## src/design/ffpa_pkg.sv

```systemverilog
package ffpa_pkg;

  localparam int DEF_MAX_EXTENTS  = 16;
  localparam int DEF_HEADER_BYTES = 16;

  localparam int BASE_W   = 16;
  localparam int PAGES_W  = 17;
  localparam int ADDR_W   = 28;
  localparam int REQ_W    = 24;
  localparam int FPAGES_W = 16;
  localparam int SHIFT_W  = 5;
  localparam int BYTES_W  = 25;
  localparam int CFG_IDX_W  = 1;
  localparam int CFG_DATA_W = 16;

  localparam logic [SHIFT_W-1:0]  RST_PAGE_SHIFT  = 5'd3;
  localparam logic [FPAGES_W-1:0] RST_TOTAL_PAGES = 16'd1024;

  localparam logic OP_ALLOC = 1'b0;
  localparam logic OP_FREE  = 1'b1;

  localparam logic [CFG_IDX_W-1:0] REG_PAGE_SHIFT  = 1'b0;
  localparam logic [CFG_IDX_W-1:0] REG_TOTAL_PAGES = 1'b1;

  typedef enum logic [1:0] {
    ST_OK    = 2'd0,
    ST_NOFIT = 2'd1,
    ST_FULL  = 2'd2
  } status_t;

  typedef enum logic [2:0] {
    WR_INIT,
    WR_COPY,
    WR_CARVE,
    WR_MERGE_PREV,
    WR_MERGE_BOTH,
    WR_MERGE_NEXT,
    WR_NEW
  } wr_sel_t;

  typedef struct packed {
    logic [BASE_W-1:0]  base;
    logic [PAGES_W-1:0] pages;
  } ent_t;

  // controller to datapath
  typedef struct packed {
    logic    ld_req;
    logic    rd_en;
    logic    save_prev;
    logic    wr_en;
    wr_sel_t wr_sel;
    logic    res_ld;
    status_t res_status;
    logic    res_grant;
    logic    out_ld;
  } ffpa_cmd_t;

  // datapath to controller
  typedef struct packed {
    logic is_free;
    logic need_ok;
    logic fit;
    logic carve_empty;
    logic le;
    logic fzero;
    logic touch_prev;
    logic touch_both;
    logic touch_next;
    logic cfg_load;
    logic cfg_nz;
  } ffpa_sts_t;

  function automatic logic [PAGES_W-1:0] sat_pages(input logic [PAGES_W:0] s);
    sat_pages = s[PAGES_W] ? {PAGES_W{1'b1}} : s[PAGES_W-1:0];
  endfunction

endpackage

```

## src/design/ffpa_if.sv

```systemverilog
interface ffpa_in_if import ffpa_pkg::*; ();
  logic                valid;
  logic                ready;
  logic                opcode;
  logic [REQ_W-1:0]    req_bytes;
  logic [ADDR_W-1:0]   free_base;
  logic [FPAGES_W-1:0] free_pages;
  modport source (output valid, opcode, req_bytes, free_base, free_pages, input ready);
  modport sink (input valid, opcode, req_bytes, free_base, free_pages, output ready);
endinterface

interface ffpa_out_if import ffpa_pkg::*; ();
  logic                valid;
  logic                ready;
  logic [1:0]          status;
  logic [ADDR_W-1:0]   grant_base;
  logic [FPAGES_W-1:0] granted_pages;
  modport source (output valid, status, grant_base, granted_pages, input ready);
  modport sink (input valid, status, grant_base, granted_pages, output ready);
endinterface

interface ffpa_cfg_if import ffpa_pkg::*; ();
  logic                  valid;
  logic                  ready;
  logic [CFG_IDX_W-1:0]  index;
  logic [CFG_DATA_W-1:0] data;
  modport source (output valid, index, data, input ready);
  modport sink (input valid, index, data, output ready);
endinterface

```

## src/design/ffpa_ctrl.sv

```systemverilog
module ffpa_ctrl import ffpa_pkg::*; #(
  parameter int MAX_EXTENTS = DEF_MAX_EXTENTS
) (
  input  logic                           clk,
  input  logic                           rst_n,
  input  logic                           in_valid,
  output logic                           in_ready,
  output logic                           out_valid,
  input  logic                           out_ready,
  input  ffpa_sts_t                      sts,
  output ffpa_cmd_t                      cmd,
  output logic [$clog2(MAX_EXTENTS)-1:0] rd_addr,
  output logic [$clog2(MAX_EXTENTS)-1:0] wr_addr
);

  localparam int AW = $clog2(MAX_EXTENTS);
  localparam int CW = $clog2(MAX_EXTENTS + 1);
  localparam logic [CW-1:0] CNT_FULL = CW'(MAX_EXTENTS);

  typedef enum logic [3:0] {
    S_INIT, S_IDLE, S_DISP, S_A_RD, S_A_CHK, S_SH_RD, S_SH_WR,
    S_F_RD, S_F_CHK, S_F_DEC, S_INS_RD, S_INS_WR, S_DONE
  } state_t;

  state_t        state_r, state_nxt;
  logic [CW-1:0] idx_r, idx_nxt;
  logic [CW-1:0] hi_r, hi_nxt;
  logic [CW-1:0] cnt_r, cnt_nxt;
  logic          out_valid_r, out_valid_nxt;
  logic [CW-1:0] idx_p1, idx_m1;

  assign idx_p1    = idx_r + 1'b1;
  assign idx_m1    = idx_r - 1'b1;
  assign in_ready  = (state_r == S_IDLE);
  assign out_valid = out_valid_r;

  always_comb begin
    state_nxt     = state_r;
    idx_nxt       = idx_r;
    hi_nxt        = hi_r;
    cnt_nxt       = cnt_r;
    out_valid_nxt = out_valid_r && !out_ready;
    cmd           = '0;
    cmd.wr_sel    = WR_COPY;
    cmd.res_status = ST_OK;
    rd_addr       = idx_r[AW-1:0];
    wr_addr       = idx_r[AW-1:0];
    case (state_r)
      S_INIT: begin
        cmd.wr_en  = 1'b1;
        cmd.wr_sel = WR_INIT;
        wr_addr    = '0;
        state_nxt  = S_IDLE;
      end
      S_IDLE: begin
        if (in_valid) begin
          cmd.ld_req = 1'b1;
          idx_nxt    = '0;
          state_nxt  = S_DISP;
        end
      end
      S_DISP: state_nxt = sts.is_free ? S_F_RD : S_A_RD;
      S_A_RD: begin
        if (!sts.need_ok || idx_r == cnt_r) begin
          cmd.res_ld     = 1'b1;
          cmd.res_status = ST_NOFIT;
          state_nxt      = S_DONE;
        end else begin
          cmd.rd_en = 1'b1;
          state_nxt = S_A_CHK;
        end
      end
      S_A_CHK: begin
        if (sts.fit) begin
          // carve from the front, drop the entry if it empties
          cmd.wr_en     = 1'b1;
          cmd.wr_sel    = WR_CARVE;
          cmd.res_ld    = 1'b1;
          cmd.res_grant = 1'b1;
          state_nxt     = sts.carve_empty ? S_SH_RD : S_DONE;
        end else begin
          idx_nxt   = idx_p1;
          state_nxt = S_A_RD;
        end
      end
      S_SH_RD: begin
        if (idx_p1 < cnt_r) begin
          cmd.rd_en = 1'b1;
          rd_addr   = idx_p1[AW-1:0];
          state_nxt = S_SH_WR;
        end else begin
          cnt_nxt   = cnt_r - 1'b1;
          state_nxt = S_DONE;
        end
      end
      S_SH_WR: begin
        cmd.wr_en = 1'b1;
        idx_nxt   = idx_p1;
        state_nxt = S_SH_RD;
      end
      S_F_RD: begin
        if (sts.fzero) begin
          cmd.res_ld = 1'b1;
          state_nxt  = S_DONE;
        end else if (idx_r == cnt_r) begin
          state_nxt = S_F_DEC;
        end else begin
          cmd.rd_en = 1'b1;
          state_nxt = S_F_CHK;
        end
      end
      S_F_CHK: begin
        if (sts.le) begin
          cmd.save_prev = 1'b1;
          idx_nxt       = idx_p1;
          state_nxt     = S_F_RD;
        end else begin
          state_nxt = S_F_DEC;
        end
      end
      S_F_DEC: begin
        // idx is the first entry above the freed base
        cmd.res_ld = 1'b1;
        if (idx_r != '0 && sts.touch_prev) begin
          cmd.wr_en = 1'b1;
          wr_addr   = idx_m1[AW-1:0];
          if (idx_r != cnt_r && sts.touch_both) begin
            cmd.wr_sel = WR_MERGE_BOTH;
            state_nxt  = S_SH_RD;
          end else begin
            cmd.wr_sel = WR_MERGE_PREV;
            state_nxt  = S_DONE;
          end
        end else if (idx_r != cnt_r && sts.touch_next) begin
          cmd.wr_en  = 1'b1;
          cmd.wr_sel = WR_MERGE_NEXT;
          state_nxt  = S_DONE;
        end else if (cnt_r == CNT_FULL) begin
          cmd.res_status = ST_FULL;
          state_nxt      = S_DONE;
        end else begin
          hi_nxt    = idx_r;
          idx_nxt   = cnt_r;
          state_nxt = S_INS_RD;
        end
      end
      S_INS_RD: begin
        if (idx_r > hi_r) begin
          cmd.rd_en = 1'b1;
          rd_addr   = idx_m1[AW-1:0];
          state_nxt = S_INS_WR;
        end else begin
          cmd.wr_en  = 1'b1;
          cmd.wr_sel = WR_NEW;
          cnt_nxt    = cnt_r + 1'b1;
          state_nxt  = S_DONE;
        end
      end
      S_INS_WR: begin
        cmd.wr_en = 1'b1;
        idx_nxt   = idx_m1;
        state_nxt = S_INS_RD;
      end
      S_DONE: begin
        if (!out_valid_r || out_ready) begin
          cmd.out_ld    = 1'b1;
          out_valid_nxt = 1'b1;
          state_nxt     = S_IDLE;
        end
      end
      default: state_nxt = S_IDLE;
    endcase
    if (sts.cfg_load) cnt_nxt = sts.cfg_nz ? CW'(1) : '0;
  end

  always_ff @(posedge clk) begin
    if (!rst_n) begin
      state_r     <= S_INIT;
      idx_r       <= '0;
      hi_r        <= '0;
      cnt_r       <= CW'(1);
      out_valid_r <= 1'b0;
    end else begin
      state_r     <= state_nxt;
      idx_r       <= idx_nxt;
      hi_r        <= hi_nxt;
      cnt_r       <= cnt_nxt;
      out_valid_r <= out_valid_nxt;
    end
  end

endmodule

```

## src/design/ffpa_dp.sv

```systemverilog
module ffpa_dp import ffpa_pkg::*; #(
  parameter int MAX_EXTENTS  = DEF_MAX_EXTENTS,
  parameter int HEADER_BYTES = DEF_HEADER_BYTES
) (
  input  logic                           clk,
  input  logic                           rst_n,
  input  logic                           in_opcode,
  input  logic [REQ_W-1:0]               in_req_bytes,
  input  logic [ADDR_W-1:0]              in_free_base,
  input  logic [FPAGES_W-1:0]            in_free_pages,
  input  logic                           cfg_we,
  input  logic [CFG_IDX_W-1:0]           cfg_index,
  input  logic [CFG_DATA_W-1:0]          cfg_data,
  input  ffpa_cmd_t                      cmd,
  input  logic [$clog2(MAX_EXTENTS)-1:0] rd_addr,
  input  logic [$clog2(MAX_EXTENTS)-1:0] wr_addr,
  output ffpa_sts_t                      sts,
  output logic [1:0]                     out_status,
  output logic [ADDR_W-1:0]              out_grant_base,
  output logic [FPAGES_W-1:0]            out_granted_pages
);

  ent_t ext_mem_r [MAX_EXTENTS];
  ent_t rd_data_r, prev_r, wr_data;

  logic [SHIFT_W-1:0]  page_shift_r;
  logic [FPAGES_W-1:0] total_r;
  logic                is_free_r;
  logic                need_ok_r;
  logic [FPAGES_W-1:0] need_r;
  logic [BASE_W-1:0]   fbase_r;
  logic [FPAGES_W-1:0] fpages_r;
  status_t             res_status_r;
  logic [ADDR_W-1:0]   res_addr_r;
  logic [FPAGES_W-1:0] res_grant_r;
  status_t             out_status_r;
  logic [ADDR_W-1:0]   out_addr_r;
  logic [FPAGES_W-1:0] out_grant_r;

  logic [BYTES_W-1:0]  bytes, bytes_shr, need;
  logic                rem_nz;
  logic [ADDR_W-1:0]   fbase_shr;
  logic [PAGES_W-1:0]  sum_pf, sum_both, sum_next;
  logic                cfg_total_we;

  assign cfg_total_we = cfg_we && cfg_index == REG_TOTAL_PAGES;

  // round the byte count up to whole pages
  assign bytes     = {1'b0, in_req_bytes} + BYTES_W'(HEADER_BYTES);
  assign bytes_shr = bytes >> page_shift_r;
  assign rem_nz    = |(bytes & ~({BYTES_W{1'b1}} << page_shift_r));
  assign need      = bytes_shr + BYTES_W'(rem_nz);
  assign fbase_shr = in_free_base >> page_shift_r;

  assign sum_pf   = sat_pages({1'b0, prev_r.pages} + {2'b0, fpages_r});
  assign sum_both = sat_pages({1'b0, sum_pf} + {1'b0, rd_data_r.pages});
  assign sum_next = sat_pages({1'b0, rd_data_r.pages} + {2'b0, fpages_r});

  always_comb begin
    case (cmd.wr_sel)
      WR_INIT:       wr_data = '{base: '0, pages: {1'b0, total_r}};
      WR_COPY:       wr_data = rd_data_r;
      WR_CARVE:      wr_data = '{base: rd_data_r.base + need_r,
                                 pages: rd_data_r.pages - {1'b0, need_r}};
      WR_MERGE_PREV: wr_data = '{base: prev_r.base, pages: sum_pf};
      WR_MERGE_BOTH: wr_data = '{base: prev_r.base, pages: sum_both};
      WR_MERGE_NEXT: wr_data = '{base: fbase_r, pages: sum_next};
      WR_NEW:        wr_data = '{base: fbase_r, pages: {1'b0, fpages_r}};
      default:       wr_data = rd_data_r;
    endcase
  end

  always_comb begin
    sts.is_free     = is_free_r;
    sts.need_ok     = need_ok_r;
    sts.fit         = rd_data_r.pages >= {1'b0, need_r};
    sts.carve_empty = rd_data_r.pages == {1'b0, need_r};
    sts.le          = rd_data_r.base <= fbase_r;
    sts.fzero       = fpages_r == '0;
    sts.touch_prev  = ({2'b0, prev_r.base} + {1'b0, prev_r.pages}) == {2'b0, fbase_r};
    sts.touch_both  = ({2'b0, prev_r.base} + {1'b0, sum_pf}) == {2'b0, rd_data_r.base};
    sts.touch_next  = {1'b0, rd_data_r.base} == ({1'b0, fbase_r} + {1'b0, fpages_r});
    sts.cfg_load    = cfg_total_we;
    sts.cfg_nz      = cfg_data[FPAGES_W-1:0] != '0;
  end

  always_ff @(posedge clk) begin
    if (cfg_total_we) begin
      ext_mem_r[0] <= '{base: '0, pages: {1'b0, cfg_data[FPAGES_W-1:0]}};
    end else if (cmd.wr_en) begin
      ext_mem_r[wr_addr] <= wr_data;
    end
    if (cmd.rd_en) rd_data_r <= ext_mem_r[rd_addr];
  end

  always_ff @(posedge clk) begin
    if (!rst_n) begin
      page_shift_r <= RST_PAGE_SHIFT;
      total_r      <= RST_TOTAL_PAGES;
    end else if (cfg_we) begin
      if (cfg_index == REG_PAGE_SHIFT) page_shift_r <= cfg_data[SHIFT_W-1:0];
      if (cfg_index == REG_TOTAL_PAGES) total_r <= cfg_data[FPAGES_W-1:0];
    end
  end

  always_ff @(posedge clk) begin
    if (cmd.ld_req) begin
      is_free_r <= in_opcode == OP_FREE;
      need_ok_r <= need != '0 && need[BYTES_W-1:FPAGES_W] == '0;
      need_r    <= need[FPAGES_W-1:0];
      fbase_r   <= fbase_shr[BASE_W-1:0];
      fpages_r  <= in_free_pages;
    end
    if (cmd.save_prev) prev_r <= rd_data_r;
    if (cmd.res_ld) begin
      res_status_r <= cmd.res_status;
      res_addr_r   <= cmd.res_grant ? ADDR_W'(rd_data_r.base) << page_shift_r : '0;
      res_grant_r  <= cmd.res_grant ? need_r : '0;
    end
    if (cmd.out_ld) begin
      out_status_r <= res_status_r;
      out_addr_r   <= res_addr_r;
      out_grant_r  <= res_grant_r;
    end
  end

  assign out_status        = out_status_r;
  assign out_grant_base    = out_addr_r;
  assign out_granted_pages = out_grant_r;

endmodule

```

## src/design/first_fit_page_allocator.sv

```systemverilog
// First-fit page allocator for one page-size class.
// in_chan carries one request per transfer: opcode 0 allocates req_bytes plus
// a header, rounded up to pages; opcode 1 returns free_pages pages at byte
// offset free_base, merged with touching free extents or inserted in order.
// out_chan returns one result per request: status, grant_base and
// granted_pages. cfg_chan writes page_shift (index 0) and total_pages
// (index 1); a total_pages write reloads the table as one free extent.
// A request runs an ordered scan of the extents, a step that closes the scan
// or decides a free, and, when an extent is removed or inserted, a move of
// each entry behind it. One request is in flight at a time and the next is
// taken from the cycle its result is offered; all work goes through a
// single-port extent memory (one read or one write per cycle), which sets
// the rate.
// After reset, S_INIT loads the initial extent, then in_chan.ready rises.
// A result waiting on a stalled receiver does not block the next request;
// that request finishes into a holding register and waits for out_chan.
module first_fit_page_allocator import ffpa_pkg::*; #(
  parameter int MAX_EXTENTS  = DEF_MAX_EXTENTS,
  parameter int HEADER_BYTES = DEF_HEADER_BYTES
) (
  input  logic        clk,
  input  logic        rst_n,
  ffpa_in_if.sink     in_chan,
  ffpa_out_if.source  out_chan,
  ffpa_cfg_if.sink    cfg_chan
);

  localparam int AW = $clog2(MAX_EXTENTS);

  ffpa_cmd_t     cmd;
  ffpa_sts_t     sts;
  logic [AW-1:0] rd_addr, wr_addr;

  assign cfg_chan.ready = 1'b1;

  ffpa_ctrl #(.MAX_EXTENTS(MAX_EXTENTS)) u_ctrl (
    .clk       (clk),
    .rst_n     (rst_n),
    .in_valid  (in_chan.valid),
    .in_ready  (in_chan.ready),
    .out_valid (out_chan.valid),
    .out_ready (out_chan.ready),
    .sts       (sts),
    .cmd       (cmd),
    .rd_addr   (rd_addr),
    .wr_addr   (wr_addr)
  );

  ffpa_dp #(.MAX_EXTENTS(MAX_EXTENTS), .HEADER_BYTES(HEADER_BYTES)) u_dp (
    .clk               (clk),
    .rst_n             (rst_n),
    .in_opcode         (in_chan.opcode),
    .in_req_bytes      (in_chan.req_bytes),
    .in_free_base      (in_chan.free_base),
    .in_free_pages     (in_chan.free_pages),
    .cfg_we            (cfg_chan.valid),
    .cfg_index         (cfg_chan.index),
    .cfg_data          (cfg_chan.data),
    .cmd               (cmd),
    .rd_addr           (rd_addr),
    .wr_addr           (wr_addr),
    .sts               (sts),
    .out_status        (out_chan.status),
    .out_grant_base    (out_chan.grant_base),
    .out_granted_pages (out_chan.granted_pages)
  );

endmodule

```

## src/flat_wrapper.sv

```systemverilog
// flat-port wrapper written by rule: the top's interface ports become plain ports
module first_fit_page_allocator_flat import ffpa_pkg::*;
#(
  parameter int MAX_EXTENTS  = DEF_MAX_EXTENTS,
  parameter int HEADER_BYTES = DEF_HEADER_BYTES
)
  (clk, rst_n, in_chan_valid, in_chan_opcode, in_chan_req_bytes, in_chan_free_base, in_chan_free_pages, in_chan_ready, out_chan_valid, out_chan_status, out_chan_grant_base, out_chan_granted_pages, out_chan_ready, cfg_chan_valid, cfg_chan_index, cfg_chan_data, cfg_chan_ready);
  ffpa_in_if in_chan_i ();
  ffpa_out_if out_chan_i ();
  ffpa_cfg_if cfg_chan_i ();
  input  logic clk;
  input  logic rst_n;
  input wire logic [$bits(in_chan_i.valid)-1:0] in_chan_valid;
  input wire logic [$bits(in_chan_i.opcode)-1:0] in_chan_opcode;
  input wire logic [$bits(in_chan_i.req_bytes)-1:0] in_chan_req_bytes;
  input wire logic [$bits(in_chan_i.free_base)-1:0] in_chan_free_base;
  input wire logic [$bits(in_chan_i.free_pages)-1:0] in_chan_free_pages;
  output wire logic [$bits(in_chan_i.ready)-1:0] in_chan_ready;
  output wire logic [$bits(out_chan_i.valid)-1:0] out_chan_valid;
  output wire logic [$bits(out_chan_i.status)-1:0] out_chan_status;
  output wire logic [$bits(out_chan_i.grant_base)-1:0] out_chan_grant_base;
  output wire logic [$bits(out_chan_i.granted_pages)-1:0] out_chan_granted_pages;
  input wire logic [$bits(out_chan_i.ready)-1:0] out_chan_ready;
  input wire logic [$bits(cfg_chan_i.valid)-1:0] cfg_chan_valid;
  input wire logic [$bits(cfg_chan_i.index)-1:0] cfg_chan_index;
  input wire logic [$bits(cfg_chan_i.data)-1:0] cfg_chan_data;
  output wire logic [$bits(cfg_chan_i.ready)-1:0] cfg_chan_ready;
  assign in_chan_i.valid = in_chan_valid;
  assign in_chan_i.opcode = in_chan_opcode;
  assign in_chan_i.req_bytes = in_chan_req_bytes;
  assign in_chan_i.free_base = in_chan_free_base;
  assign in_chan_i.free_pages = in_chan_free_pages;
  assign in_chan_ready = in_chan_i.ready;
  assign out_chan_valid = out_chan_i.valid;
  assign out_chan_status = out_chan_i.status;
  assign out_chan_grant_base = out_chan_i.grant_base;
  assign out_chan_granted_pages = out_chan_i.granted_pages;
  assign out_chan_i.ready = out_chan_ready;
  assign cfg_chan_i.valid = cfg_chan_valid;
  assign cfg_chan_i.index = cfg_chan_index;
  assign cfg_chan_i.data = cfg_chan_data;
  assign cfg_chan_ready = cfg_chan_i.ready;
  first_fit_page_allocator #(.MAX_EXTENTS(MAX_EXTENTS), .HEADER_BYTES(HEADER_BYTES)) u_core (.clk(clk), .rst_n(rst_n), .in_chan(in_chan_i), .out_chan(out_chan_i), .cfg_chan(cfg_chan_i));
endmodule
```

## config.mk

```make
export PLATFORM = sky130hd
export DESIGN_NAME = first_fit_page_allocator_flat
export DESIGN_NICKNAME = d
export VERILOG_FILES = /design/src/design/ffpa_pkg.sv /design/src/design/ffpa_if.sv /design/src/design/ffpa_ctrl.sv /design/src/design/ffpa_dp.sv /design/src/design/first_fit_page_allocator.sv /design/src/flat_wrapper.sv
export SDC_FILE = /design/constraint.sdc
export NUM_CORES = 2
export LEC_CHECK = 0
export ABC_AREA = 1
export BUFFER_PORTS_ARGS = -buffer_cell sky130_fd_sc_hd__buf_2
export CORE_MARGIN = 3
export CORE_UTILIZATION = 39
export CTS_CLUSTER_DIAMETER = 150
export CTS_CLUSTER_SIZE = 20
export DETAILED_ROUTE_END_ITERATION = 10
export HOLD_SLACK_MARGIN = 0.1
export PLACE_DENSITY = 0.64
export SLEW_MARGIN = 20
export SYNTH_ARGS = -nofsm -noshare
export SYNTH_HDL_FRONTEND = slang
export SYNTH_SLANG_ARGS = --single-unit
export TNS_END_PERCENT = 1
```

## constraint.sdc

```tcl
create_clock -name clk -period 13.85 [get_ports clk]
set_clock_uncertainty 0.1 [all_clocks]
set_input_delay 0.6925 -clock clk [delete_from_list [all_inputs] [get_ports clk]]
set_output_delay 0.6925 -clock clk [all_outputs]
set_load 0.05 [all_outputs]
```

==> flow_summary.yaml <==
cells_and_area:
  mostFrequentLayoutCells: "nand2_1, edfxtp_1, nor2_1"
  final_common_cell: "nand2_1"
  final_core_util_pct: 42.8
  nets: 5078
  finalNonFillerCells: 6320
  syn2layout_area_growth_pct: 8.48
  drive_above_1_share_pct: 9.94
floorplanning:
  dieArea_um2: 117000
  die_width_um: 341
  initial_utilization_pct: 39.5
  ios: 140
  coreArea_um2: 111000
  num_rows: 122
  die_y_um: 341
route:
  drc: 0
  first_pass_iters: 6
  wirelength_mm: 146
  vias_per_cell: 5.73
  drt_iter0_drc: 4277
  drtAntennaViolNets: 0
  wl_per_cell_um: 23.1
  vias: 36205
timing:
  maxSlewViolCount: 0
  hold_viol: 0
  layout_setup_ws_ns: 5.99
  fmaxAchievable_mhz: 127
  tightest_slew_ns: 1.17
  fin_tns_setup_ns: 0
  worst_slew_margin_rel_pct: 21.5
  rsz0062_at_grt: "false"
  min_period_ns: 7.86
  period_share_pct: 56.7
  setup_viol: 0
synth:
  async_reset_ff_share_pct: 0
  syn-instance-count: 4764
  synth_edf_count: 736
  synth_cell_types: 69
  synth_seq_cells: 777
  ys_warn_count: 0
  yosysSeqAreaShare_pct: 52.3
  synth_area_um2: 43900
  ys.flop_type: "edfxtp_1"
  synth.avg_cell_area_um2: 9.21
  syn_nets: 5029
power:
  seq_power_share_pct: 41.2
  combPwrFrac_pct: 42.7
  p_leak_nw: 18.0
  p_sw_mw: 3.57
  switching_share_pct: 41.8
  p_per_area_nw_per_um2: 179
  max-vdd-ir-drop_v: 0.000128
  clkPwrFrac_pct: 16.1
  p_int_mw: 4.96
setup_path:
  crit_family: "simple AND/OR/NAND/NOR gates"
  cpMostUsedCell: "nand2_1"
  start_kind: "register"
  r2r_end: "u_core.u_dp.ext_mem_r[13][29]"
  crit_cells: 28
  path_max_fanout: 58
  reg2regPathDepth: 28
  worstReg2RegStart: "u_core.u_dp.fpages_r[8]"
  critPathKind: "reg2reg"
  required_ns: 14.04
  cp-end-kind: "register"
  crit_path_top_delay_cell: "nor2_1"
  reg2reg_slack_ns: 5.99
  slowest_delay_ns: 0.76
  crit_buf_inv: 2
  arrival_ns: 8.05
global_routing:
  grt_max_degree: 202
  grt_overflow: 0
  grt_pass1_wl_mm: 215
  grt_pass1_vias: 33665
  grt_usage_pct: 24.3
  antenna_found_initial: 6
placement:
  hpwlAfterDp_mm: 100
  port_buffers: 138
  place_ws_ns: 6.21
  dp_cells: 6246
  place_congestion: 0.992
clocking:
  ctsResizeCount: 0
  numCtsBuffers: 44
  htreeDepth: 2
  clk_transition_reported_paths_ns: 0.10
  cts_setup_buffers: 0
  cts_tree: "built"
  clock-sinks: 777
  cts-root-buf: "clkbuf_16"
  hold_buffers: 9
  clockBufferDepth: 3
  clk_latency_ns: 0.67
hold_path:
  holdCritStartpoint: "in_chan_free_pages[2]"
  hold_end: "u_core.u_dp.fpages_r[2]"
  worst_hold_path_type: "in2reg"
  min_delay_path_depth: 1
job:
  drv_cap: 0
outcome:
  outcome: "completed"
[cells by family after synthesis]
kind of cell / after synthesis / share of synthesized area [%]
xor gates and xnor gates: 107 / 2.18
adders and majority gates: 174 / 5.12
buffers and inverters: 552 / 5.00
muxes: 11 / 0.251
DFF: 777 / 52.3
other: 1 / 0.00855
and+or+nand+nor: 2164 / 21.6
AOI/OAI and AO/OA: 978 / 13.6
[sequential cells by signal, summed over array words and instances, names as in the netlist]
name	flops
u_core.u_ctrl.cnt_r	5
u_core.u_ctrl.hi_r	5
u_core.u_ctrl.idx_r	5
u_core.u_ctrl.out_valid	1
u_core.u_ctrl.state_r	4
u_core.u_dp.ext_mem_r	528
u_core.u_dp.fbase_r	16
u_core.u_dp.fpages_r	16
u_core.u_dp.is_free_r	1
u_core.u_dp.need_ok_r	1
u_core.u_dp.need_r	16
u_core.u_dp.out_grant_base	28
u_core.u_dp.out_granted_pages	16
u_core.u_dp.out_status	2
u_core.u_dp.page_shift_r	5
u_core.u_dp.prev_r	33
u_core.u_dp.rd_data_r	33
u_core.u_dp.res_addr_r	28
u_core.u_dp.res_grant_r	16
u_core.u_dp.res_status_r	2
u_core.u_dp.total_r	16
[Yosys cell counts, types with 65 or more instances]
master | instances | area share (%)
nand3_1 | 329 | 3.8
or2_2 | 90 | 1.3
o32ai_1 | 66 | 1.3
nor2_1 | 651 | 5.6
inv_1 | 322 | 2.8
ha_1 | 165 | 4.7
edfxtp_1 | 736 | 50
o211ai_1 | 75 | 1.3
a21oi_1 | 187 | 2.1
xor2_1 | 65 | 1.3
o221ai_1 | 74 | 1.5
clkbuf_1 | 144 | 1.2
nand2_1 | 866 | 7.4
o21ai_0 | 427 | 4.9
nand4_1 | 71 | 1.0
[stage by stage]
step                power (mW)  hold slack [ns]  instance area (µm²)
floorplan                 5.98            0.300                43900
global route              9.03            0.135                47600
global placement          7.09            0.302                46300
finish                    8.53            0.161                47600
detailed placement        7.14            0.305                46300
CTS                       8.49            0.130                47600
[routing by layer]
layer / GRT usage [%] / share of wire [%] / wire, µm
met5: 0 / 0.0068 / 10
met4: 9.21 / 4.2 / 6150
met3: 4.71 / 9.5 / 13800
met1: 32.9 / 41 / 59700
met2: 38.7 / 45 / 66400
[cell type report]
| cell class | instances | area, µm² |
|---|---|---|
| multi-input combinational | 3435 | 19000 |
| fill | 10828 | 63500 |
| sequential | 777 | 22900 |
| clock inverter | 4 | 81.3 |
| antenna | 2 | 5.00 |
| clock buffer | 59 | 1160 |
| inverter | 339 | 1280 |
| tap | 1488 | 1860 |
| timing repair buffer | 216 | 1310 |
[power groups by stage]
stage	combinational [mW]	sequential [mW]	clock (mW)
after floorplan	2.49	3.49	0
after detailed placement	3.58	3.56	0
after global routing	4.03	3.53	1.47
final	3.64	3.52	1.37
after global placement	3.53	3.55	0
after CTS	3.59	3.51	1.39
[how the worst max path moves through the flow]
stage | startpoint | endpoint | slack (ns)
finish | u_core.u_dp.fpages_r[8] | u_core.u_dp.ext_mem_r[13][29] | 5.99
global route | u_core.u_dp.fpages_r[8] | u_core.u_dp.ext_mem_r[13][29] | 5.36
CTS | u_core.u_dp.fpages_r[8] | u_core.u_dp.ext_mem_r[7][29] | 6.06
detailed placement | u_core.u_dp.fpages_r[8] | u_core.u_dp.ext_mem_r[2][29] | 6.21
global placement | u_core.u_dp.fpages_r[8] | u_core.u_dp.ext_mem_r[10][29] | 6.43
floorplan | u_core.u_dp.fbase_r[0] | u_core.u_dp.ext_mem_r[0][0] | 8.30
Note: power is estimated with default switching activity, not from simulation.
